`config.mk`:
```
export PLATFORM = sky130hd
export DESIGN_NAME = tbr_rem_stage
export DESIGN_NICKNAME = d
export VERILOG_FILES = /design/src/hw/rtl/tbr_pkg.sv /design/src/hw/rtl/tbr_rem_stage.sv
export SDC_FILE = /design/constraint.sdc
export NUM_CORES = 1
export LEC_CHECK = 0
export BUFFER_PORTS_ARGS = -buffer_cell sky130_fd_sc_hd__buf_4
export CAP_MARGIN = 5
export CELL_PAD_IN_SITES_DETAIL_PLACEMENT = 1
export CELL_PAD_IN_SITES_GLOBAL_PLACEMENT = 2
export CORE_MARGIN = 1
export CORE_UTILIZATION = 38
export CTS_BUF_LIST = sky130_fd_sc_hd__clkbuf_16
export DETAILED_ROUTE_END_ITERATION = 10
export GPL_TIMING_DRIVEN = 0
export PLACE_DENSITY_LB_ADDON = 0.15
export SETUP_SLACK_MARGIN = 0.3
export SYNTH_ARGS = -nofsm -noshare
export SYNTH_HDL_FRONTEND = slang
export SYNTH_SLANG_ARGS = --single-unit
```
`constraint.sdc`:
```
create_clock -name clk -period 42.8 [get_ports clk]
set_clock_uncertainty 0.2 [all_clocks]
set_input_delay 8.56 -clock clk [delete_from_list [all_inputs] [get_ports clk]]
set_output_delay 8.56 -clock clk [all_outputs]
set_load 0.01 [all_outputs]
```
`src/hw/rtl/tbr_pkg.sv`:
```
// Shared constants, payload types and helper functions of the bar boundary round-up block.
package tbr_pkg;

  localparam int STAMP_W    = 55;
  localparam int PERIOD_W   = 17;
  localparam int CFG_IDX_W  = 1;
  localparam int BCD_DIGITS = 17;
  localparam int BCD_W      = 4 * BCD_DIGITS;
  localparam int V_W        = 19;
  localparam int REM_W      = PERIOD_W;

  localparam int BCD_STEPS_PER_STAGE = 8;
  localparam int BCD_STAGES = (STAMP_W + BCD_STEPS_PER_STAGE - 1) / BCD_STEPS_PER_STAGE;

  localparam logic [CFG_IDX_W-1:0] REG_BAR_PERIOD      = 1'd0;
  localparam logic [CFG_IDX_W-1:0] REG_UNIT_IS_SECONDS = 1'd1;

  localparam logic [PERIOD_W-1:0] MINUTES_PER_DAY = 17'd1440;
  localparam logic [PERIOD_W-1:0] SECONDS_PER_DAY = 17'd86400;

  typedef struct packed {
    logic [STAMP_W-1:0] bin;
    logic [BCD_W-1:0]   bcd;
  } bcd_word_t;

  typedef struct packed {
    logic [V_W-1:0]      v;
    logic [PERIOD_W-1:0] p;
    logic                sec_mode;
    logic [6:0]          day;
    logic [6:0]          month;
    logic [6:0]          ylo;
    logic [6:0]          yhi;
    logic [REM_W-1:0]    r;
  } rem_word_t;

  typedef struct packed {
    logic [STAMP_W-1:0] boundary_stamp;
    logic               rolled_to_next_day;
  } result_t;

  // One double-dabble step: correct every digit, then shift in the next binary bit.
  function automatic bcd_word_t bcd_step(bcd_word_t w);
    bcd_word_t        o;
    logic [BCD_W-1:0] adj;
    adj = w.bcd;
    for (int d = 0; d < BCD_DIGITS; d++) begin
      if (adj[4*d +: 4] >= 4'd5) begin
        adj[4*d +: 4] = adj[4*d +: 4] + 4'd3;
      end
    end
    o.bcd = {adj[BCD_W-2:0], w.bin[STAMP_W-1]};
    o.bin = {w.bin[STAMP_W-2:0], 1'b0};
    return o;
  endfunction

  function automatic logic [6:0] digit_pair(logic [3:0] hi, logic [3:0] lo);
    return {3'b000, hi} * 7'd10 + {3'b000, lo};
  endfunction

endpackage

```
`src/hw/rtl/tbr_rem_stage.sv`:
```
// One pipeline stage of the restoring remainder of the time value by the bar period.
module tbr_rem_stage #(
  parameter int FIRST_BIT = 18,
  parameter int STEPS     = 7
) (
  input  logic               clk,
  input  logic               rst_n,
  input  logic               in_valid,
  output logic               in_ready,
  input  tbr_pkg::rem_word_t in_data,
  output logic               out_valid,
  input  logic               out_ready,
  output tbr_pkg::rem_word_t out_data
);

  logic                      valid_r;
  tbr_pkg::rem_word_t        data_r;
  tbr_pkg::rem_word_t        data_nxt;
  logic [tbr_pkg::REM_W:0]   t;

  always_comb begin
    data_nxt = in_data;
    t        = '0;
    for (int i = 0; i < STEPS; i++) begin
      t = {data_nxt.r, data_nxt.v[FIRST_BIT - i]};
      if (t >= {1'b0, data_nxt.p}) begin
        t = t - {1'b0, data_nxt.p};
      end
      data_nxt.r = t[tbr_pkg::REM_W-1:0];
    end
  end

  assign in_ready = !valid_r || out_ready;

  always_ff @(posedge clk) begin
    if (!rst_n) begin
      valid_r <= 1'b0;
    end else if (in_ready) begin
      valid_r <= in_valid;
    end
    if (in_ready) begin
      data_r <= data_nxt;
    end
  end

  assign out_valid = valid_r;
  assign out_data  = data_r;

endmodule

```
==> results.md <==
* Total setup buffers inserted after CTS at 0
* H-tree Lvls at 3
* Slew headroom at 0.4322
* Placement row count at 57
* Final antenna-violating net count at 0
* Layout cells sized above 1 at 0.2379
* Asr flop ratio synth at 0
* Fin crit share at 0.7370
* Data arrival, critical path at 31,430 ps
* Antenna diodes at 0
* CP Data Required Time at 42,690 ps
* Cts repair resizes at 0
* Final GP Congestion at 0.8440
* Detailed placer's ending HPWL at 25.86 mm
* Starting Density at 0.3888
* Post-synthesis instance total at 1,016
* Achievable frequency at 31.70 MHz
* Fin. max-slew vios at 0
* Worst Tran Pin Value at 830.2 ps
* Syn avg cell area at 9.335 sq um
* Die width at 160.0 um
* Synth Register Bits at 83
* Status: finished clean
* Register area at 2482 sq um
* Vias/cell at 5.556
* Final WL at 31.61 mm
* Total Routing Usage GR at 0.2507
* Clk buf depth at 2
* CORE AREA at 24,390 sq um
* First-pass detailed-route iteration total at 4
* Inserted Clock Buffers at 9
* Distinct cell type count after synthesis at 74
* Final-stage net count at 1,409
* Die area at 25,590 sq um
* Startpoint Class: input pin
* CTS tree: done
* Number of global-route vias before repair at 8,696
* Mapped Nets at 1,228
* CTS sink count at 83
* Largest net degree at the start of global routing at 67
* Area grow syn2layout at 21.15%
* IO Count at 170
* Worst Path Max Fanout at 10
* Fillers at 2,899
* Post-synth top flop: edfxtp_1
* Port Buffers at 169
* Sequential cell area fraction in the yosys report at 0.2617
* CP peak stage delay at 570 ps
* Final min period at 31,540 ps
* Setup-failing EPs final at 0
* Post-synthesis cell area at 9484 sq um
* Drt initial violations at 414
* Setup TNS at 0 ps
* Clock Pin Slew Worst Setup and Hold Paths at 70 ps
* Drt drc at 0
* Global route total overflow at 0
* Worst Setup Path Type: in -> reg
* Crit-path slowest cell: a211oi_1
* Clock root buffer: clkbuf_16
* Unrepaired setup endpoints after global routing: false
* WL per Instance at 20.72 um
* MaxCap Viol Count at 0
* Post-CTS Hold Buffers at 0
* DR vias at 8,479
* First-pass GRT wire length at 49.58 mm
* Final hold vios at 0
* Post-synth EDFFs at 82
* Synth Warn # at 0
* Cell mode on critical path: o21ai_0
* Worst-Skew Late Latency at 350 ps
* Hold Crit Class: reg -> reg
* Nature of the critical path endpoint: flip-flop
* Initial antenna violation count at 0
* Area occupied by multi-input gates at 6654 sq um
* Die height at 160.0 um
==> synthesized netlist by cell type, types with 11 or more instances <==
cell type | number | area [sq um]
ha_1 | 119 | 1489
edfxtp_1 | 82 | 2462
xor2_1 | 35 | 306.5
xnor2_1 | 50 | 437.9
a21o_1 | 19 | 142.6
nor3_1 | 25 | 125.1
inv_1 | 65 | 244.0
o21ai_0 | 54 | 270.3
nand2b_1 | 19 | 118.9
nand3_1 | 16 | 80.08
o21a_1 | 14 | 105.1
mux2_2 | 62 | 698.2
mux2i_1 | 15 | 150.1
nand4_1 | 20 | 125.1
nor2b_1 | 20 | 125.1
o21bai_1 | 11 | 82.58
nand2_1 | 52 | 195.2
nor2_1 | 70 | 262.8
a21oi_1 | 90 | 450.4
==> path summary, 6_finish.rpt <==
kind                                   from            to  slack (ps)  cells past startpoint
worst max register to register    out_valid  out_data[69]       41280                      2
worst min register to register    out_valid     out_valid         590                      2
worst max-delay path            in_data[57]   out_data[8]       11260                     86
worst min-delay path              out_valid     out_valid         590                      2
==> registers in the layout (all words and copies together), names as in the netlist <==
register / count
out_data: 82
out_valid: 1
==> final cells by class <==
class | count | share of cell area
Buffer | 15 | 0.009692
Clock buffer | 9 | 0.01960
Clock inverter | 7 | 0.006207
Inverter | 65 | 0.02123
Multi-Input combinational cell | 853 | 0.5791
Sequential cell | 83 | 0.2161
Tap cell | 324 | 0.03528
Timing Repair Buffer | 170 | 0.1128
==> logic make-up (layout without fill, tap and decap cells) <==
| kind of cell | Yosys count | after routing | synth area share |
|---|---|---|---|
| compound gates | 280 | 280 | 0.1964 |
| simple gates | 269 | 269 | 0.1434 |
| fa+ha+maj | 126 | 126 | 0.1718 |
| mux | 93 | 93 | 0.1107 |
| xor+xnor | 85 | 85 | 0.07850 |
| flops | 83 | 83 | 0.2617 |
| buf+inv | 80 | 266 | 0.03746 |
==> placed cells by master (no fill, tap or decap), drive strengths merged, types with 19 or more instances in the layout <==
cell    count
a21o       19
a21oi      91
buf       181
edfxtp     82
ha        119
inv        68
mux2       77
nand2      52
nand2b     19
nand4      20
nor2       70
nor2b      20
nor3       25
o21ai      57
xnor2      50
xor2       35
==> layer usage <==
| layer | vias to the layer above | part of all wire | track usage |
|---|---|---|---|
| li1 | 4170 | - | - |
| met1 | 4104 | 0.47 | 0.3357 |
| met2 | 177 | 0.48 | 0.4255 |
| met3 | 28 | 0.033 | 0.03273 |
| met4 | 0 | 0.020 | 0.06190 |
| met5 | - | 0 | 0 |
==> metrics by stage <==
stage	instance area [sq um]	utilization	std cells	setup slack, ps	hold slack [ps]
floorplan	9484	-	1016	16070	2183
global placement	11160	0.4575	1509	11190	2743
detailed placement	11190	0.4589	1510	10970	596.8
CTS	11490	0.4711	1526	11250	611.0
global route	11490	0.4711	1526	9683	642.6
finish	11490	0.4711	1526	11260	589.2
==> worst max-delay path: cells and delay by family <==
kind / cells / cell delay [ps]
simple gates: 11 / 2250
buf+inv: 16 / 3940
mux: 6 / 1570
compound gates: 46 / 12410
fa+ha+maj: 7 / 2640
Power is not shown: default switching activity piles up to over one toggle a cycle in this logic, so the estimate is an artifact.
