`src/hw/rtl/tbr_pkg.sv`:
```
// Shared constants, payload types and helper functions of the bar boundary round-up block.
package tbr_pkg;

  localparam int STAMP_W    = 55;
  localparam int PERIOD_W   = 17;
  localparam int CFG_IDX_W  = 1;
  localparam int BCD_DIGITS = 17;
  localparam int BCD_W      = 4 * BCD_DIGITS;
  localparam int V_W        = 19;
  localparam int REM_W      = PERIOD_W;

  localparam int BCD_STEPS_PER_STAGE = 8;
  localparam int BCD_STAGES = (STAMP_W + BCD_STEPS_PER_STAGE - 1) / BCD_STEPS_PER_STAGE;

  localparam logic [CFG_IDX_W-1:0] REG_BAR_PERIOD      = 1'd0;
  localparam logic [CFG_IDX_W-1:0] REG_UNIT_IS_SECONDS = 1'd1;

  localparam logic [PERIOD_W-1:0] MINUTES_PER_DAY = 17'd1440;
  localparam logic [PERIOD_W-1:0] SECONDS_PER_DAY = 17'd86400;

  typedef struct packed {
    logic [STAMP_W-1:0] bin;
    logic [BCD_W-1:0]   bcd;
  } bcd_word_t;

  typedef struct packed {
    logic [V_W-1:0]      v;
    logic [PERIOD_W-1:0] p;
    logic                sec_mode;
    logic [6:0]          day;
    logic [6:0]          month;
    logic [6:0]          ylo;
    logic [6:0]          yhi;
    logic [REM_W-1:0]    r;
  } rem_word_t;

  typedef struct packed {
    logic [STAMP_W-1:0] boundary_stamp;
    logic               rolled_to_next_day;
  } result_t;

  // One double-dabble step: correct every digit, then shift in the next binary bit.
  function automatic bcd_word_t bcd_step(bcd_word_t w);
    bcd_word_t        o;
    logic [BCD_W-1:0] adj;
    adj = w.bcd;
    for (int d = 0; d < BCD_DIGITS; d++) begin
      if (adj[4*d +: 4] >= 4'd5) begin
        adj[4*d +: 4] = adj[4*d +: 4] + 4'd3;
      end
    end
    o.bcd = {adj[BCD_W-2:0], w.bin[STAMP_W-1]};
    o.bin = {w.bin[STAMP_W-2:0], 1'b0};
    return o;
  endfunction

  function automatic logic [6:0] digit_pair(logic [3:0] hi, logic [3:0] lo);
    return {3'b000, hi} * 7'd10 + {3'b000, lo};
  endfunction

endpackage

```
`src/hw/rtl/tbr_bcd_stage.sv`:
```
// One pipeline stage of the binary to decimal digit conversion.
module tbr_bcd_stage #(
  parameter int STEPS = 8
) (
  input  logic               clk,
  input  logic               rst_n,
  input  logic               in_valid,
  output logic               in_ready,
  input  tbr_pkg::bcd_word_t in_data,
  output logic               out_valid,
  input  logic               out_ready,
  output tbr_pkg::bcd_word_t out_data
);

  logic               valid_r;
  tbr_pkg::bcd_word_t data_r;
  tbr_pkg::bcd_word_t data_nxt;

  always_comb begin
    data_nxt = in_data;
    for (int i = 0; i < STEPS; i++) begin
      data_nxt = tbr_pkg::bcd_step(data_nxt);
    end
  end

  assign in_ready = !valid_r || out_ready;

  always_ff @(posedge clk) begin
    if (!rst_n) begin
      valid_r <= 1'b0;
    end else if (in_ready) begin
      valid_r <= in_valid;
    end
    if (in_ready) begin
      data_r <= data_nxt;
    end
  end

  assign out_valid = valid_r;
  assign out_data  = data_r;

endmodule

```
`config.mk`:
```
export PLATFORM = sky130hd
export DESIGN_NAME = tbr_bcd_stage
export DESIGN_NICKNAME = d
export VERILOG_FILES = /design/src/hw/rtl/tbr_pkg.sv /design/src/hw/rtl/tbr_bcd_stage.sv
export SDC_FILE = /design/constraint.sdc
export NUM_CORES = 1
export LEC_CHECK = 0
export BUFFER_PORTS_ARGS = -buffer_cell sky130_fd_sc_hd__buf_2
export CELL_PAD_IN_SITES_DETAIL_PLACEMENT = 0
export CELL_PAD_IN_SITES_GLOBAL_PLACEMENT = 1
export CORE_ASPECT_RATIO = 2
export CORE_UTILIZATION = 41
export DETAILED_ROUTE_END_ITERATION = 16
export PLACE_DENSITY = 0.89
export SETUP_SLACK_MARGIN = 0.02
export SYNTH_ARGS = -nofsm -noshare
export SYNTH_HDL_FRONTEND = slang
export SYNTH_SLANG_ARGS = --single-unit
```
`constraint.sdc`:
```
create_clock -name clk -period 6.6 [get_ports clk]
set_clock_uncertainty 0.05 [all_clocks]
set_input_delay 0.33 -clock clk [delete_from_list [all_inputs] [get_ports clk]]
set_output_delay 0.33 -clock clk [all_outputs]
set_load 0.03 [all_outputs]
```
==> impl_metrics.env <==
export IMPL_drv_slew=0
export IMPL_cp_start_kind="input port"
export IMPL_grt_pass1_wl_um=101300
export IMPL_drive_gt1_share_pct=24.71
export IMPL_ys_ff_latch=116
export IMPL_drt_iter0_drc=1180
export IMPL_async_flop_share_pct=0
export IMPL_tightest_slew_ns=0.7725
export IMPL_hold_viol=0
export IMPL_overflow=0
export IMPL_antenna_left=0
export IMPL_dr_pass1_iters=6
export IMPL_initial_core_util_pct=41.44
export IMPL_die_y_um=324.7
export IMPL_n_fill_cell=5004
export IMPL_ys_seq_area_share_pct=16.27
export IMPL_crit_arrival_ns=6.41
export IMPL_h_tree_depth=4
export IMPL_grt_pass1_vias=22320
export IMPL_path_common_cell="ha_1"
export IMPL_cpLargestDelayFamily="compound AO/OA/AOI/OAI gates"
export IMPL_status="completed"
export IMPL_wl_per_cell_um=16.12
export IMPL_cts_tree="built"
export IMPL_clock_sinks=116
export IMPL_dp_hpwl_um=50460
export IMPL_clock_root_buffer="clkbuf_16"
export IMPL_final_common_cell="nand2_1"
export IMPL_routed_wl_um=62090
export IMPL_via_per_inst=5.984
export IMPL_synth_flop_cell="edfxtp_1"
export IMPL_final_cell_mix="nand2_1 (254), buf_2 (243), nor2_1 (231)"
export IMPL_insertedDiodeCount=0
export IMPL_ios=252
export IMPL_cts_buffer_depth=2
export IMPL_post_route_util_pct=49.09
export IMPL_grt_setup_unrepaired="true"
export IMPL_yosysTopAreaCellShare_pct=16.17
export IMPL_synth_edf_count=115
export IMPL_fp_dieArea_um2=53050
export IMPL_avgSynthCellArea_um2=7.669
export IMPL_grt_max_degree=54
export IMPL_fin_hold_ws_ns=0.02341
export IMPL_crit_buf_inv=4
export IMPL_drv_cap=0
export IMPL_cp_max_fo=7
export IMPL_slew_limit_headroom_pct=48.26
export IMPL_clkLatencyLatePin_ns=0.43
export IMPL_grt_use_total_pct=22.79
export IMPL_drc=0
export IMPL_synth_distinct_cells=150
export IMPL_ys_warn_count=0
export IMPL_yosysTopAreaCell="edfxtp_1"
export IMPL_crit_type="input port to flop"
export IMPL_nNetsFinal=3410
export IMPL_ys_top_cells_by_area="edfxtp_1 (16%), ha_1 (6.0%), a21oi_1 (4.7%)"
export IMPL_fin_crit_ns=6.286
export IMPL_rows=118
export IMPL_netlist_instances=2784
export IMPL_worst_setup_path_end_kind="flop"
export IMPL_routabilityCongestion=0.9189
export IMPL_required_ns=6.72
export IMPL_core_um2=51530
export IMPL_slowest_delay_ns=0.54
export IMPL_fmax_mhz=159.1
export IMPL_synthesis_area_um2=21350
export IMPL_crit_slowest_cell="or4_1"
export IMPL_die_x_um=163.4
export IMPL_clk_pin_slew_ns=0.06
export IMPL_setup_viol=0
export IMPL_cts_buffers=17
export IMPL_numPortBuffers=243
export IMPL_dr_total_vias=23060
export IMPL_hp_class="input port to flop"
export IMPL_area_delta_synth_final_pct=18.46
export IMPL_antenna_found_initial=1
export IMPL_min_period_over_period_pct=95.24
-- state kept, by name, summed over array words and instances, names as in the netlist --
name,count
out_data,115
out_valid,1
-- layer usage --
layer	routed length, µm	global-route usage (%)	vias to the layer above	share of wire [%]
met3	2539	2.528	147	4.1
met5	19	0	-	0.031
met2	34370	46.44	585	55
met1	23030	21.98	10860	37
li1	-	-	11470	-
met4	2137	9.813	2	3.4
-- synthesized netlist by cell type (24+ instances only) --
| cell type | number |
|---|---|
| a211oi_1 | 60 |
| inv_1 | 135 |
| and2_1 | 34 |
| o21ai_0 | 179 |
| mux2_2 | 53 |
| nand2b_1 | 57 |
| o21ai_1 | 60 |
| nor2b_1 | 28 |
| o211ai_1 | 47 |
| and3_1 | 24 |
| a31oi_1 | 40 |
| mux2i_1 | 78 |
| a21oi_1 | 202 |
| o21a_1 | 39 |
| xnor2_1 | 46 |
| or3_1 | 25 |
| a21o_1 | 43 |
| nand3_1 | 60 |
| nor3_1 | 99 |
| or2_2 | 25 |
| a211o_1 | 24 |
| o22ai_1 | 35 |
| nand2_1 | 255 |
| nor2_1 | 232 |
| ha_1 | 102 |
| edfxtp_1 | 115 |
| clkbuf_1 | 45 |
-- worst register-to-register path: stages, from the launching register on --
cell,delay (ns)
dfxtp_1,0.34
nand2b_4,0.40
buf_4,0.67
-- worst paths after layout --
path / startpoint / to / slack (ns) / cells after the start
setup / recovery: in_data[25] / out_data[32] / 0.31 / 29
hold reg to reg: out_valid / out_valid / 0.90 / 2
hold / removal: in_data[96] / out_data[104] / 0.02 / 1
setup reg to reg: out_valid / out_data[65] / 4.71 / 2
-- cell type report --
| cell class | instances | area [µm²] | share of cell area [%] |
|---|---|---|---|
| Sequential cell | 116 | 3473 | 13.73 |
| Clock inverter | 12 | 108.9 | 0.4303 |
| Multi-Input combinational cell | 2440 | 17040 | 67.37 |
| Inverter | 149 | 560.5 | 2.216 |
| Tap cell | 660 | 825.8 | 3.265 |
| Clock buffer | 19 | 432.9 | 1.712 |
| Timing Repair Buffer | 457 | 2853 | 11.28 |
-- through the flow --
stage	setup TNS (ns)	std cells	area (µm²)	worst slack (ns)
global placement	-0.04525	3809	24530	-0.03423
detailed placement	-0.3701	3809	24530	-0.1584
finish	0	3853	25290	0.3140
global route	-0.06229	3853	25290	-0.06229
floorplan	0	2791	21400	0.03107
CTS	0	3852	25190	0.2968
-- repair_timing --
action / CTS / global route
endpoints found under the hold margin: 12 / 0
setup buffers: 0 / 1
endpoints found under the setup margin: 0 / 24
hold buffers: 12 / 0
resized for setup: 0 / 20
-- logic make-up (layout without fill, tap and decap cells) --
family	count (synthesis)	in the layout	share of synthesized area [%]
other	1	8	0.01756
AND/OR/NAND/NOR	975	975	22.89
adder cells (fa/ha/maj)	114	114	6.546
XOR/XNOR	92	92	4.670
flip-flops	116	116	16.27
multiplexers	140	140	7.085
AO/OA/AOI/OAI	1111	1111	37.90
buffers and inverters	235	637	4.623
Power is left out: the tool's default activity adds up to more than one toggle a clock period on the data nets, which glitch-free logic cannot reach.
