$ cat src/hw/rtl/tbr_pkg.sv
// Shared constants, payload types and helper functions of the bar boundary round-up block.
package tbr_pkg;

  localparam int STAMP_W    = 55;
  localparam int PERIOD_W   = 17;
  localparam int CFG_IDX_W  = 1;
  localparam int BCD_DIGITS = 17;
  localparam int BCD_W      = 4 * BCD_DIGITS;
  localparam int V_W        = 19;
  localparam int REM_W      = PERIOD_W;

  localparam int BCD_STEPS_PER_STAGE = 8;
  localparam int BCD_STAGES = (STAMP_W + BCD_STEPS_PER_STAGE - 1) / BCD_STEPS_PER_STAGE;

  localparam logic [CFG_IDX_W-1:0] REG_BAR_PERIOD      = 1'd0;
  localparam logic [CFG_IDX_W-1:0] REG_UNIT_IS_SECONDS = 1'd1;

  localparam logic [PERIOD_W-1:0] MINUTES_PER_DAY = 17'd1440;
  localparam logic [PERIOD_W-1:0] SECONDS_PER_DAY = 17'd86400;

  typedef struct packed {
    logic [STAMP_W-1:0] bin;
    logic [BCD_W-1:0]   bcd;
  } bcd_word_t;

  typedef struct packed {
    logic [V_W-1:0]      v;
    logic [PERIOD_W-1:0] p;
    logic                sec_mode;
    logic [6:0]          day;
    logic [6:0]          month;
    logic [6:0]          ylo;
    logic [6:0]          yhi;
    logic [REM_W-1:0]    r;
  } rem_word_t;

  typedef struct packed {
    logic [STAMP_W-1:0] boundary_stamp;
    logic               rolled_to_next_day;
  } result_t;

  // One double-dabble step: correct every digit, then shift in the next binary bit.
  function automatic bcd_word_t bcd_step(bcd_word_t w);
    bcd_word_t        o;
    logic [BCD_W-1:0] adj;
    adj = w.bcd;
    for (int d = 0; d < BCD_DIGITS; d++) begin
      if (adj[4*d +: 4] >= 4'd5) begin
        adj[4*d +: 4] = adj[4*d +: 4] + 4'd3;
      end
    end
    o.bcd = {adj[BCD_W-2:0], w.bin[STAMP_W-1]};
    o.bin = {w.bin[STAMP_W-2:0], 1'b0};
    return o;
  endfunction

  function automatic logic [6:0] digit_pair(logic [3:0] hi, logic [3:0] lo);
    return {3'b000, hi} * 7'd10 + {3'b000, lo};
  endfunction

endpackage

$ cat src/hw/rtl/tbr_fields.sv
// Stage that turns decimal digits into the time value in the bar unit and the date fields.
module tbr_fields (
  input  logic                         clk,
  input  logic                         rst_n,
  input  logic [tbr_pkg::PERIOD_W-1:0] bar_period,
  input  logic                         unit_is_seconds,
  input  logic                         in_valid,
  output logic                         in_ready,
  input  tbr_pkg::bcd_word_t           in_data,
  output logic                         out_valid,
  input  logic                         out_ready,
  output tbr_pkg::rem_word_t           out_data
);

  logic                    valid_r;
  tbr_pkg::rem_word_t      data_r;
  tbr_pkg::rem_word_t      data_nxt;
  logic [6:0]              sec, min, hour;
  logic                    ms_nz;
  logic [tbr_pkg::V_W-1:0] v_sec, v_min;
  logic [tbr_pkg::PERIOD_W-1:0] per;

  always_comb begin
    ms_nz = (in_data.bcd[11:0] != 12'd0);
    sec   = tbr_pkg::digit_pair(in_data.bcd[19:16], in_data.bcd[15:12]);
    min   = tbr_pkg::digit_pair(in_data.bcd[27:24], in_data.bcd[23:20]);
    hour  = tbr_pkg::digit_pair(in_data.bcd[35:32], in_data.bcd[31:28]);

    v_sec = 19'(hour) * 19'd3600 + 19'(min) * 19'd60 + 19'(sec) + 19'(ms_nz);
    v_min = 19'(hour) * 19'd60 + 19'(min) + 19'(ms_nz || (sec != 7'd0));

    // A zero period behaves as one; minute bars never exceed a day.
    per = (bar_period == '0) ? 17'd1 : bar_period;
    if (!unit_is_seconds && per > tbr_pkg::MINUTES_PER_DAY) begin
      per = tbr_pkg::MINUTES_PER_DAY;
    end

    data_nxt.v        = unit_is_seconds ? v_sec : v_min;
    data_nxt.p        = per;
    data_nxt.sec_mode = unit_is_seconds;
    data_nxt.day      = tbr_pkg::digit_pair(in_data.bcd[43:40], in_data.bcd[39:36]);
    data_nxt.month    = tbr_pkg::digit_pair(in_data.bcd[51:48], in_data.bcd[47:44]);
    data_nxt.ylo      = tbr_pkg::digit_pair(in_data.bcd[59:56], in_data.bcd[55:52]);
    data_nxt.yhi      = tbr_pkg::digit_pair(in_data.bcd[67:64], in_data.bcd[63:60]);
    data_nxt.r        = '0;
  end

  assign in_ready = !valid_r || out_ready;

  always_ff @(posedge clk) begin
    if (!rst_n) begin
      valid_r <= 1'b0;
    end else if (in_ready) begin
      valid_r <= in_valid;
    end
    if (in_ready) begin
      data_r <= data_nxt;
    end
  end

  assign out_valid = valid_r;
  assign out_data  = data_r;

endmodule

$ cat config.mk
export PLATFORM = sky130hd
export DESIGN_NAME = tbr_fields
export DESIGN_NICKNAME = d
export VERILOG_FILES = /design/src/hw/rtl/tbr_pkg.sv /design/src/hw/rtl/tbr_fields.sv
export SDC_FILE = /design/constraint.sdc
export NUM_CORES = 1
export LEC_CHECK = 0
export BUFFER_PORTS_ARGS = -buffer_cell sky130_fd_sc_hd__buf_2
export CORE_ASPECT_RATIO = 2
export CORE_MARGIN = 2
export CORE_UTILIZATION = 50
export CTS_BUF_LIST = sky130_fd_sc_hd__clkbuf_16
export CTS_CLUSTER_SIZE = 25
export DETAILED_ROUTE_END_ITERATION = 10
export PLACE_DENSITY = 0.87
export SLEW_MARGIN = 20
export SYNTH_ARGS = -nofsm -noshare
export SYNTH_HDL_FRONTEND = slang
export SYNTH_SLANG_ARGS = --single-unit
$ cat constraint.sdc
create_clock -name clk -period 9.35 [get_ports clk]
set_input_delay 1.87 -clock clk [delete_from_list [all_inputs] [get_ports clk]]
set_output_delay 1.87 -clock clk [all_outputs]
set_load 0.01 [all_outputs]
==> flow_metrics.py <==
metrics = {
    "worst_hold_path": {
        "holdCritStartpoint": "out_valid",
        "min_path_type": "flop to flop",
        "hold_path_depth": 2,
        "whs_endpoint": "out_data[19]",
    },
    "sta": {
        "max_slew.worst_pin.slew_ps": 1070,
        "clock_skew_ps": 4.38,
        "setup_violations": 0,
        "drv_slew": 0,
        "fmax_ghz": 0.130,
        "fin_crit_sh_pct": 82.3,
        "hold_viol_final": 0,
        "fin_setup_tns_ps": 0,
        "timing.final.crit_period_ps": 7690,
        "maxSlewHeadroom_pct": 27.7,
        "whs_ps": 1020,
        "rsz0062_at_grt": "no",
    },
    "pwr": {
        "p_int_mw": 2.01,
        "peakVddDrop_mv": 0.354,
        "comb_power_share_pct": 78.4,
        "p_seq_share_pct": 12.5,
        "p_sw_mw": 1.82,
        "power_density_nw_per_um2": 451,
        "p_sw_share_pct": 47.5,
        "power_mw": 3.83,
        "power_frac_clock_pct": 9.1,
        "power.leakage_nw": 4.13,
    },
    "critical_path": {
        "reg2reg_from": "out_valid",
        "critPathLaunchType": "input pin",
        "critPathCaptureType": "flop",
        "reg2reg_to": "out_data[59]",
        "r2r_slack_ps": 7910,
        "r2r_cells": 2,
        "critical_path_class": "input pin to flop",
        "cp.arrival_ps": 7760,
        "path_max_fanout": 10,
        "required_ps": 9420,
    },
    "layout": {
        "syn_to_final_growth_pct": 17.3,
        "fin_nets": 1171,
        "diodes": 0,
        "drive_gt1_share_pct": 23.6,
        "final_cell_area_um2": 8490,
        "fillers": 1190,
    },
    "die": {
        "initial_core_util_pct": 50.7,
        "io_pins": 229,
        "fp.dieArea_um2": 15500,
        "die_h_um": 174,
        "core_um2": 14300,
        "rows": 62,
        "dieWidth_um": 89.1,
    },
    "synthesis": {
        "ys_types": 71,
        "synth_flop_cell": "edfxtp_1",
        "yosysWarningCount": 0,
        "yosysSeqAreaShare_pct": 27.2,
        "ys_ff_latch": 66,
        "yosys.area.top_type_share_pct": 27.0,
        "synth_xor_area_share_pct": 10.4,
        "synth-edff-count": 65,
        "async_reset_ff_share_pct": 0,
        "synth_area_leaders": "edfxtp_1, ha_1, fa_1, xnor2_1, inv_1",
        "synth-simple-area-share_pct": 9.90,
        "synthAdderAreaFrac_pct": 33.3,
        "synth.most_common_cell": "ha_1",
        "synth.area.mux_share_pct": 0.605,
        "synth_area_leader_cell": "edfxtp_1",
        "synth-compound-area-share_pct": 12.0,
        "syn-instance-count": 696,
        "synth_top_family_by_area": "adder cells",
        "avgSynthCellArea_um2": 10.4,
        "ys_top_cells_by_count": "ha_1, inv_1, edfxtp_1, xnor2_1, a21oi_1",
        "syn_area_um2": 7240,
    },
    "placement": {
        "gp_congestion": 0.875,
        "placed_area_um2": 8180,
        "port_buffers": 156,
        "hpwl_um": 13300,
    },
    "clock_tree": {
        "clock-root-buffer": "clkbuf_16",
        "cts_hold_buf": 0,
        "cts_tree": "done",
        "cts_resized": 0,
        "clkTransAtPathRegs_ps": 50,
        "clock-sinks": 66,
        "clk_latency_ps": 330,
        "postCtsSetupRepairBufs": 0,
        "numCtsBuffers": 9,
        "cts_max_level": 3,
        "clock_path_buffers": 2,
    },
    "detailed_routing": {
        "wirelength_um": 15800,
        "routed_via_density": 5.37,
        "vias": 5672,
        "drc": 0,
        "drtIter0Drc": 235,
        "wl_per_cell_um": 15.0,
        "postRouteAntennaNets": 0,
        "dr.pass1.iters": 6,
    },
    "global_route": {
        "grt_pass1_wl_um": 24700,
        "antenna_found_initial": 0,
        "track_usage_pct": 20.2,
        "grt_pass1_vias": 5818,
        "grt_overflow": 0,
        "grt_max_degree": 68,
    },
    "flow_run": {
        "cap_violations": 0,
    },
    "status": {
        "status": "complete, no violations",
    },
}
power groups by stage:
stage	clock network, mW	logic (mW)	registers [mW]
finish	0.348	3.00	0.478
global route	0.362	3.31	0.486
CTS	0.350	2.98	0.479
detailed placement	0	2.96	0.484
global placement	0	2.86	0.482
floorplan	0	2.29	0.525
metrics by stage:
stage                     cells  util, %  setup WS, ps
final                      1056     59.5          1660
after global routing       1056     59.5          1160
after global placement     1040     57.3          1470
after CTS                  1056     59.5          1690
after floorplan             712        -          2230
after detailed placement   1040     57.3          1350
area by class of cell:
type / instances / area, um^2 / area share, %
clock buffers: 9 / 225 / 2.65
flip-flops and latches: 66 / 1970 / 23.2
clock inverters: 7 / 86.3 / 1.02
inverters: 83 / 312 / 3.67
multi-input cells: 540 / 4850 / 57.2
well taps: 192 / 240 / 2.83
repair buffers: 159 / 803 / 9.46
layer usage:
layer	GRT usage, %	up-vias	wire [um]
met1	16.8	2698	5070
met5	0	-	0
li1	-	2731	-
met2	41.2	198	9110
met4	11.1	0	804
met3	2.61	45	813
kinds of logic (layout without fill, tap and decap cells):
family | after synthesis | after routing
flip-flops | 66 | 66
adder cells (fa/ha/maj) | 170 | 170
XOR/XNOR | 82 | 82
multiplexers | 4 | 4
buffers and inverters | 106 | 258
AND/OR/NAND/NOR | 137 | 137
AO/OA/AOI/OAI | 130 | 130
other | 1 | 17
worst max-delay path by stage:
stage | start | to | slack [ps]
global placement | in_data[24] | out_data[80] | 1470
global route | in_data[24] | out_data[80] | 1160
finish | in_data[27] | out_data[80] | 1660
detailed placement | in_data[27] | out_data[80] | 1350
floorplan | in_data[25] | out_data[80] | 2230
CTS | in_data[27] | out_data[80] | 1690
worst max-delay path, stage by stage:
cell	delay, ps
buf_2	130
ha_1	280
ha_1	130
inv_1	40
fa_1	510
nand2b_2	140
o21ba_2	170
nor2_2	390
xnor2_1	210
xnor2_1	190
fa_1	520
inv_1	40
ha_1	320
a21o_1	170
a21oi_1	210
xnor2_1	160
ha_1	260
ha_1	360
and2_1	210
a221o_1	370
a31oi_1	440
o21ai_1	240
nand4_1	180
xor2_1	160
nor2_1	50
state kept, by name, indices dropped and copies added, names as in the netlist:
name / flops
out_data: 65
out_valid: 1
cell usage in the layout, fill, tap and decap left out, types with 6 or more instances in the layout:
| cell | Yosys | routed |
|---|---|---|
| xnor2_1 | 52 | 52 |
| fa_1 | 38 | 38 |
| o21a_1 | 7 | 7 |
| nand3_1 | 8 | 8 |
| nor4_1 | 7 | 7 |
| buf_2 | 0 | 156 |
| a21o_1 | 16 | 16 |
| nor2b_1 | 15 | 15 |
| ha_1 | 129 | 129 |
| conb_1 | 1 | 17 |
| nand4_1 | 7 | 7 |
| o21ai_1 | 7 | 7 |
| nor2_1 | 34 | 34 |
| inv_1 | 82 | 84 |
| xor2_1 | 27 | 27 |
| o21ai_0 | 15 | 15 |
| a21oi_1 | 39 | 39 |
| or2_2 | 6 | 6 |
| edfxtp_1 | 65 | 65 |
| clkbuf_16 | 0 | 9 |
| nand2_1 | 27 | 27 |
No activity file was read; power rests on OpenSTA's default activity.
