[src/hw/rtl/tbr_pkg.sv]
// Shared constants, payload types and helper functions of the bar boundary round-up block.
package tbr_pkg;

  localparam int STAMP_W    = 55;
  localparam int PERIOD_W   = 17;
  localparam int CFG_IDX_W  = 1;
  localparam int BCD_DIGITS = 17;
  localparam int BCD_W      = 4 * BCD_DIGITS;
  localparam int V_W        = 19;
  localparam int REM_W      = PERIOD_W;

  localparam int BCD_STEPS_PER_STAGE = 8;
  localparam int BCD_STAGES = (STAMP_W + BCD_STEPS_PER_STAGE - 1) / BCD_STEPS_PER_STAGE;

  localparam logic [CFG_IDX_W-1:0] REG_BAR_PERIOD      = 1'd0;
  localparam logic [CFG_IDX_W-1:0] REG_UNIT_IS_SECONDS = 1'd1;

  localparam logic [PERIOD_W-1:0] MINUTES_PER_DAY = 17'd1440;
  localparam logic [PERIOD_W-1:0] SECONDS_PER_DAY = 17'd86400;

  typedef struct packed {
    logic [STAMP_W-1:0] bin;
    logic [BCD_W-1:0]   bcd;
  } bcd_word_t;

  typedef struct packed {
    logic [V_W-1:0]      v;
    logic [PERIOD_W-1:0] p;
    logic                sec_mode;
    logic [6:0]          day;
    logic [6:0]          month;
    logic [6:0]          ylo;
    logic [6:0]          yhi;
    logic [REM_W-1:0]    r;
  } rem_word_t;

  typedef struct packed {
    logic [STAMP_W-1:0] boundary_stamp;
    logic               rolled_to_next_day;
  } result_t;

  // One double-dabble step: correct every digit, then shift in the next binary bit.
  function automatic bcd_word_t bcd_step(bcd_word_t w);
    bcd_word_t        o;
    logic [BCD_W-1:0] adj;
    adj = w.bcd;
    for (int d = 0; d < BCD_DIGITS; d++) begin
      if (adj[4*d +: 4] >= 4'd5) begin
        adj[4*d +: 4] = adj[4*d +: 4] + 4'd3;
      end
    end
    o.bcd = {adj[BCD_W-2:0], w.bin[STAMP_W-1]};
    o.bin = {w.bin[STAMP_W-2:0], 1'b0};
    return o;
  endfunction

  function automatic logic [6:0] digit_pair(logic [3:0] hi, logic [3:0] lo);
    return {3'b000, hi} * 7'd10 + {3'b000, lo};
  endfunction

endpackage

[src/hw/rtl/tbr_finish.sv]
// Ceiling, day rollover, calendar step and decimal repacking over five stages.
module tbr_finish (
  input  logic               clk,
  input  logic               rst_n,
  input  logic               in_valid,
  output logic               in_ready,
  input  tbr_pkg::rem_word_t in_data,
  output logic               out_valid,
  input  logic               out_ready,
  output tbr_pkg::result_t   out_data
);

  typedef struct packed {
    logic [tbr_pkg::V_W-1:0] x;
    logic                    rolled;
    logic [6:0]              day;
    logic [6:0]              month;
    logic [13:0]             year;
  } c_t;

  typedef struct packed {
    logic [6:0]  hh;
    logic [11:0] r1;
    logic [26:0] date;
    logic        rolled;
  } d_t;

  typedef struct packed {
    logic [6:0]                  hh;
    logic [5:0]                  mm;
    logic [5:0]                  ss;
    logic [tbr_pkg::STAMP_W-1:0] dh;
    logic                        rolled;
  } e_t;

  typedef struct packed {
    logic [31:0]                 t;
    logic [tbr_pkg::STAMP_W-1:0] dh;
    logic                        rolled;
  } f_t;

  logic vc_r, vd_r, ve_r, vf_r, vg_r;
  logic rc, rd, re, rf, rg;
  c_t   c_r, c_nxt;
  d_t   d_r, d_nxt;
  e_t   e_r, e_nxt;
  f_t   f_r, f_nxt;
  tbr_pkg::result_t g_r, g_nxt;

  logic [19:0]                  ceil_v, day_len;
  logic [tbr_pkg::V_W-1:0]      c2;
  logic [24:0]                  c2_min;
  logic [13:0]                  year_in;
  logic                         leap;
  logic [6:0]                   mlen;
  logic [tbr_pkg::V_W-1:0]      rh;
  logic [11:0]                  rm;
  logic [27:0]                  date_w;
  logic [56:0]                  dh_w;

  // Stage C: ceiling to the period, rollover and the next calendar day.
  always_comb begin
    if (in_data.r == '0) begin
      ceil_v = {1'b0, in_data.v};
    end else begin
      ceil_v = {1'b0, in_data.v} + {3'b000, in_data.p} - {3'b000, in_data.r};
    end
    day_len  = in_data.sec_mode ? {3'b000, tbr_pkg::SECONDS_PER_DAY}
                                : {3'b000, tbr_pkg::MINUTES_PER_DAY};
    c_nxt.rolled = (ceil_v >= day_len);
    c2 = c_nxt.rolled ? 19'(ceil_v - day_len) : ceil_v[tbr_pkg::V_W-1:0];
    c2_min = 25'(c2) * 25'd60;
    c_nxt.x = in_data.sec_mode ? c2 : c2_min[tbr_pkg::V_W-1:0];

    year_in = 14'(in_data.yhi) * 14'd100 + 14'(in_data.ylo);
    leap = ((in_data.ylo[1:0] == 2'b00) && (in_data.ylo != 7'd0)) ||
           ((in_data.ylo == 7'd0) && (in_data.yhi[1:0] == 2'b00));
    if (in_data.month == 7'd2) begin
      mlen = leap ? 7'd29 : 7'd28;
    end else if (in_data.month inside {7'd4, 7'd6, 7'd9, 7'd11}) begin
      mlen = 7'd30;
    end else begin
      mlen = 7'd31;
    end

    c_nxt.day   = in_data.day;
    c_nxt.month = in_data.month;
    c_nxt.year  = year_in;
    if (c_nxt.rolled) begin
      if (in_data.day < mlen) begin
        c_nxt.day = in_data.day + 7'd1;
      end else begin
        c_nxt.day = 7'd1;
        // Any month of twelve or more wraps into the next year.
        if (in_data.month >= 7'd12) begin
          c_nxt.month = 7'd1;
          c_nxt.year  = year_in + 14'd1;
        end else begin
          c_nxt.month = in_data.month + 7'd1;
        end
      end
    end
  end

  // Stage D: hours by restoring steps, packed date in binary.
  always_comb begin
    rh = c_r.x;
    d_nxt.hh = '0;
    for (int k = 6; k >= 0; k--) begin
      if (rh >= (19'd3600 << k)) begin
        rh = rh - (19'd3600 << k);
        d_nxt.hh[k] = 1'b1;
      end
    end
    d_nxt.r1 = rh[11:0];
    date_w = 28'(c_r.year) * 28'd10000 + 28'(c_r.month) * 28'd100 + 28'(c_r.day);
    d_nxt.date   = date_w[26:0];
    d_nxt.rolled = c_r.rolled;
  end

  // Stage E: minutes and seconds, date scaled to its decimal position.
  always_comb begin
    rm = d_r.r1;
    e_nxt.mm = '0;
    for (int k = 5; k >= 0; k--) begin
      if (rm >= (12'd60 << k)) begin
        rm = rm - (12'd60 << k);
        e_nxt.mm[k] = 1'b1;
      end
    end
    e_nxt.ss = rm[5:0];
    e_nxt.hh = d_r.hh;
    dh_w = 57'(d_r.date) * 57'd1_000_000_000;
    e_nxt.dh = dh_w[tbr_pkg::STAMP_W-1:0];
    e_nxt.rolled = d_r.rolled;
  end

  // Stage F: time of day in decimal positions.
  always_comb begin
    f_nxt.t = 32'(e_r.hh) * 32'd10_000_000 + 32'(e_r.mm) * 32'd100_000 +
              32'(e_r.ss) * 32'd1000;
    f_nxt.dh     = e_r.dh;
    f_nxt.rolled = e_r.rolled;
  end

  // Stage G: final sum into the output register.
  always_comb begin
    g_nxt.boundary_stamp     = f_r.dh + 55'(f_r.t);
    g_nxt.rolled_to_next_day = f_r.rolled;
  end

  assign rg = !vg_r || out_ready;
  assign rf = !vf_r || rg;
  assign re = !ve_r || rf;
  assign rd = !vd_r || re;
  assign rc = !vc_r || rd;
  assign in_ready = rc;

  always_ff @(posedge clk) begin
    if (!rst_n) begin
      vc_r <= 1'b0;
      vd_r <= 1'b0;
      ve_r <= 1'b0;
      vf_r <= 1'b0;
      vg_r <= 1'b0;
    end else begin
      if (rc) vc_r <= in_valid;
      if (rd) vd_r <= vc_r;
      if (re) ve_r <= vd_r;
      if (rf) vf_r <= ve_r;
      if (rg) vg_r <= vf_r;
    end
    if (rc) c_r <= c_nxt;
    if (rd) d_r <= d_nxt;
    if (re) e_r <= e_nxt;
    if (rf) f_r <= f_nxt;
    if (rg) g_r <= g_nxt;
  end

  assign out_valid = vg_r;
  assign out_data  = g_r;

endmodule

[config.mk]
export PLATFORM = sky130hd
export DESIGN_NAME = tbr_finish
export DESIGN_NICKNAME = d
export VERILOG_FILES = /design/src/hw/rtl/tbr_pkg.sv /design/src/hw/rtl/tbr_finish.sv
export SDC_FILE = /design/constraint.sdc
export NUM_CORES = 2
export LEC_CHECK = 0
export BUFFER_PORTS_ARGS = -buffer_cell sky130_fd_sc_hd__buf_2
export CAP_MARGIN = 30
export CORE_MARGIN = 1
export CORE_UTILIZATION = 35
export CTS_CLUSTER_SIZE = 24
export DETAILED_ROUTE_END_ITERATION = 12
export PLACE_DENSITY_LB_ADDON = 0.12
export SLEW_MARGIN = 20
export SYNTH_ARGS = -nofsm -noshare
export SYNTH_HDL_FRONTEND = slang
export SYNTH_SLANG_ARGS = --single-unit
export TNS_END_PERCENT = 1
[constraint.sdc]
create_clock -name clk -period 21.8 [get_ports clk]
set_input_delay 2.18 -clock clk [delete_from_list [all_inputs] [get_ports clk]]
set_output_delay 2.18 -clock clk [all_outputs]
set_load 0.01 [all_outputs]
==> run_results.csv <==
group,metric,value,unit
setup_path,reg2reg_depth,34,
sta,min_period,12.12,ns
setup_path,slowest_delay,0.68,ns
logic_synthesis,synth_cell_type_count,116,
placement,dp_hpwl,68100,um
global_route,grt_pass1_wl,130000,um
placement,gp_congestion,0.837,
layout,nFillCells,10683,
die,fp.dieH,330,um
die,start_util,0.353,
cts,root_buffer,"clkbuf_16",
sta,timing.fmax,0.0825,GHz
logic_synthesis,synth_area_leader_cell,"edfxtp_1",
setup_path,crit_path_frequent_cell,"a21oi_1",
logic_synthesis,synth-seq-area-share,0.234,
logic_synthesis,syn_area_per_cell,10.2,um^2
sta,drv_slew,0,
logic_synthesis,synth_area_leaders,"edfxtp_1, fa_1, ha_1",
cts,clock_tree.buffer_depth,3,
die,dieArea,109000,um^2
logic_synthesis,yosys_warnings,0,
layout,fin_area,41500,um^2
setup_path,arrival,12.44,ns
sta,tns,0,ns
placement,portBuffers,140,
cts,clk_latency,0.60,ns
placement,placedCellCount,5209,
setup_path,start_kind,"primary input",
global_route,grt_pass1_vias,24763,
setup_path,worstPathRequired,22.12,ns
route,vias_per_cell,4.67,
logic_synthesis,ys_seq_elements,295,
route,firstDrtPassIters,5,
cts,clkSlewWorstSetupHoldPaths,0.06,ns
die,die_w,330,um
sta,rsz0062_at_grt,"false",
logic_synthesis,syn_inst,3689,
cts,cts_tree,"built",
sta,finalHoldViolations,0,
setup_path,worst-path-stages,47,
cts,numCtsBuffers,39,
setup_path,critPathBufInv,6,
min_path,hold_path.class,"register to register",
setup_path,cpMaxStageDelayCell,"nand2_1",
logic_synthesis,syn_area,37700,um^2
sta,relSlewSlack,0.325,
route,remaining_drc_errors,0,
layout,n_antenna_cell,0,
logic_synthesis,yosys.area.top_type_share,0.231,
sta,setup_violations,0,
route,first_iter_violations,936,
setup_path,cp-end-kind,"register",
layout,syn_to_final_growth,10.1,%
die,io_pins,144,
sta,fin_crit_sh,0.556,
layout,multi_input_area,25900,um^2
placement,dpl_cell_area,40100,um^2
route,ant_nets,0,
setup_path,reg2reg_to,"d_r[34]",
setup_path,critPathTopFamily,"compound AO/OA/AOI/OAI gates",
cts,hold_buffers,0,
layout,stdcell_count,5281,
logic_synthesis,async_flop_share,0,
cts,clock-sinks,295,
sta,fin_worst_skew,0.0451,ns
setup_path,cp-endpoint,"c_r[47]",
logic_synthesis,synth_top_flop_cell,"edfxtp_1",
route,via_count,24639,
min_path,min-delay-start,"f_r[0]",
sta,tightest_slew,1.00,ns
setup_path,crit_path_start,"in_data[1]",
cts,cts_setup_buffers,0,
layout,nNetsFinal,4918,
die,core,107000,um^2
global_route,grt_antenna_before_repair,0,
min_path,holdPathStages,0,
cts,h-tree-depth,2,
layout,layout-drive-gt1-share,0.0763,
layout,seq_area,8810,um^2
global_route,grt_max_degree,67,
setup_path,crit_fanout,27,
route,wl_per_cell,15.1,um
cts,ctsResizeCount,0,
route,routed_wl,79900,um
global_route,track_usage,0.149,
logic_synthesis,synth-edff-count,290,
setup_path,crit_type,"primary input to register",
status,status,"completed",
setup_path,r2r_start,"c_r[39]",
job,drv_cap,0,
setup_path,ff2ff_setup_slack,11.09,ns
die,num_rows,120,
global_route,overflow,0,
-- worst min-delay path by stage --
stage | to | slack (ns)
6_report | out_data[0] | 0.40
4_1_cts | out_data[0] | 0.39
3_5_place_dp | e_r[69] | 0.40
2_1_floorplan | d_r[0] | 0.40
3_3_place_gp | f_r[47] | 0.40
5_1_grt | e_r[73] | 0.41
-- registers in the layout (all words and copies together) (netlist names) --
register   count
f_r           76
e_r           66
out_data      53
c_r           48
d_r           47
out_valid      1
vc_r           1
vd_r           1
ve_r           1
vf_r           1
-- through the flow --
step                      hold slack (ns)  setup slack, ns   util
after detailed placement            0.405             8.98  0.375
after CTS                           0.394             9.58  0.388
after floorplan                     0.400            10.40      -
after global placement              0.401             9.08  0.375
final                               0.396             9.68  0.388
after global routing                0.412             8.70  0.388
-- cells by family (layout without fill, tap and decap cells) --
kind of cell,after synthesis,count (layout),synth area share
multiplexers,36,36,0.00982
XOR/XNOR,307,307,0.0725
flip-flops,295,295,0.234
AO/OA/AOI/OAI,621,621,0.113
other,1,3,0.0000994
adder cells (fa/ha/maj),984,984,0.403
AND/OR/NAND/NOR,642,642,0.0870
buffers and inverters,803,990,0.0813
-- cell type report --
class,instances,share of cell area
Timing Repair Buffer,150,0.0195
Sequential cell,295,0.212
Clock buffer,43,0.0244
Inverter,769,0.0697
Clock inverter,28,0.00904
Multi-Input combinational cell,2593,0.623
Tap cell,1403,0.0423
-- cells in the mapped netlist (69+ instances only) --
cell	n
o21bai_1	80
nor2_1	164
nand2_1	144
edfxtp_1	290
a21oi_1	201
inv_1	766
o21ai_0	88
fa_1	383
nand3_1	69
xor2_1	82
xnor2_1	220
ha_1	601
-- layer usage --
metal | track usage | share of wire | vias to the layer above
met5 | 0 | 0 | -
met4 | 0.0303 | 0.015 | 0
met3 | 0.0181 | 0.030 | 72
met2 | 0.236 | 0.43 | 312
met1 | 0.218 | 0.52 | 11505
li1 | - | - | 12750
-- cells in the final DEF, fill, tap and decap left out, types with 9 or more instances in the layout --
master     netlist  routed
o211ai_1         9       9
or3_1           10      10
nor3b_1         12      12
a21boi_0        19      19
xnor2_1        220     220
nand2_1        144     142
inv_1          766     764
o31ai_1          9       9
buf_2            6     140
nor2_1         164     164
and2_1          26      26
or2_2           12      12
a211oi_1        14      14
a21o_1          46      46
edfxtp_1       290     290
a31oi_1         21      21
nand2b_1        19      19
o21ai_0         88      88
and3_1          33      33
ha_1           601     601
nor4_1          11      10
nand3_1         69      68
o21a_1          22      22
fa_1           383     383
a21oi_1        201     201
nand4_1         17      17
clkbuf_16        0      40
a211o_1         11      11
nor3_1          51      51
xor2_1          82      82
nor2b_1         27      27
mux2i_1         28      28
o21bai_1        80      80
Power is left out: the tool's default activity adds up to more than one toggle a clock period on the data nets, which glitch-free logic cannot reach.
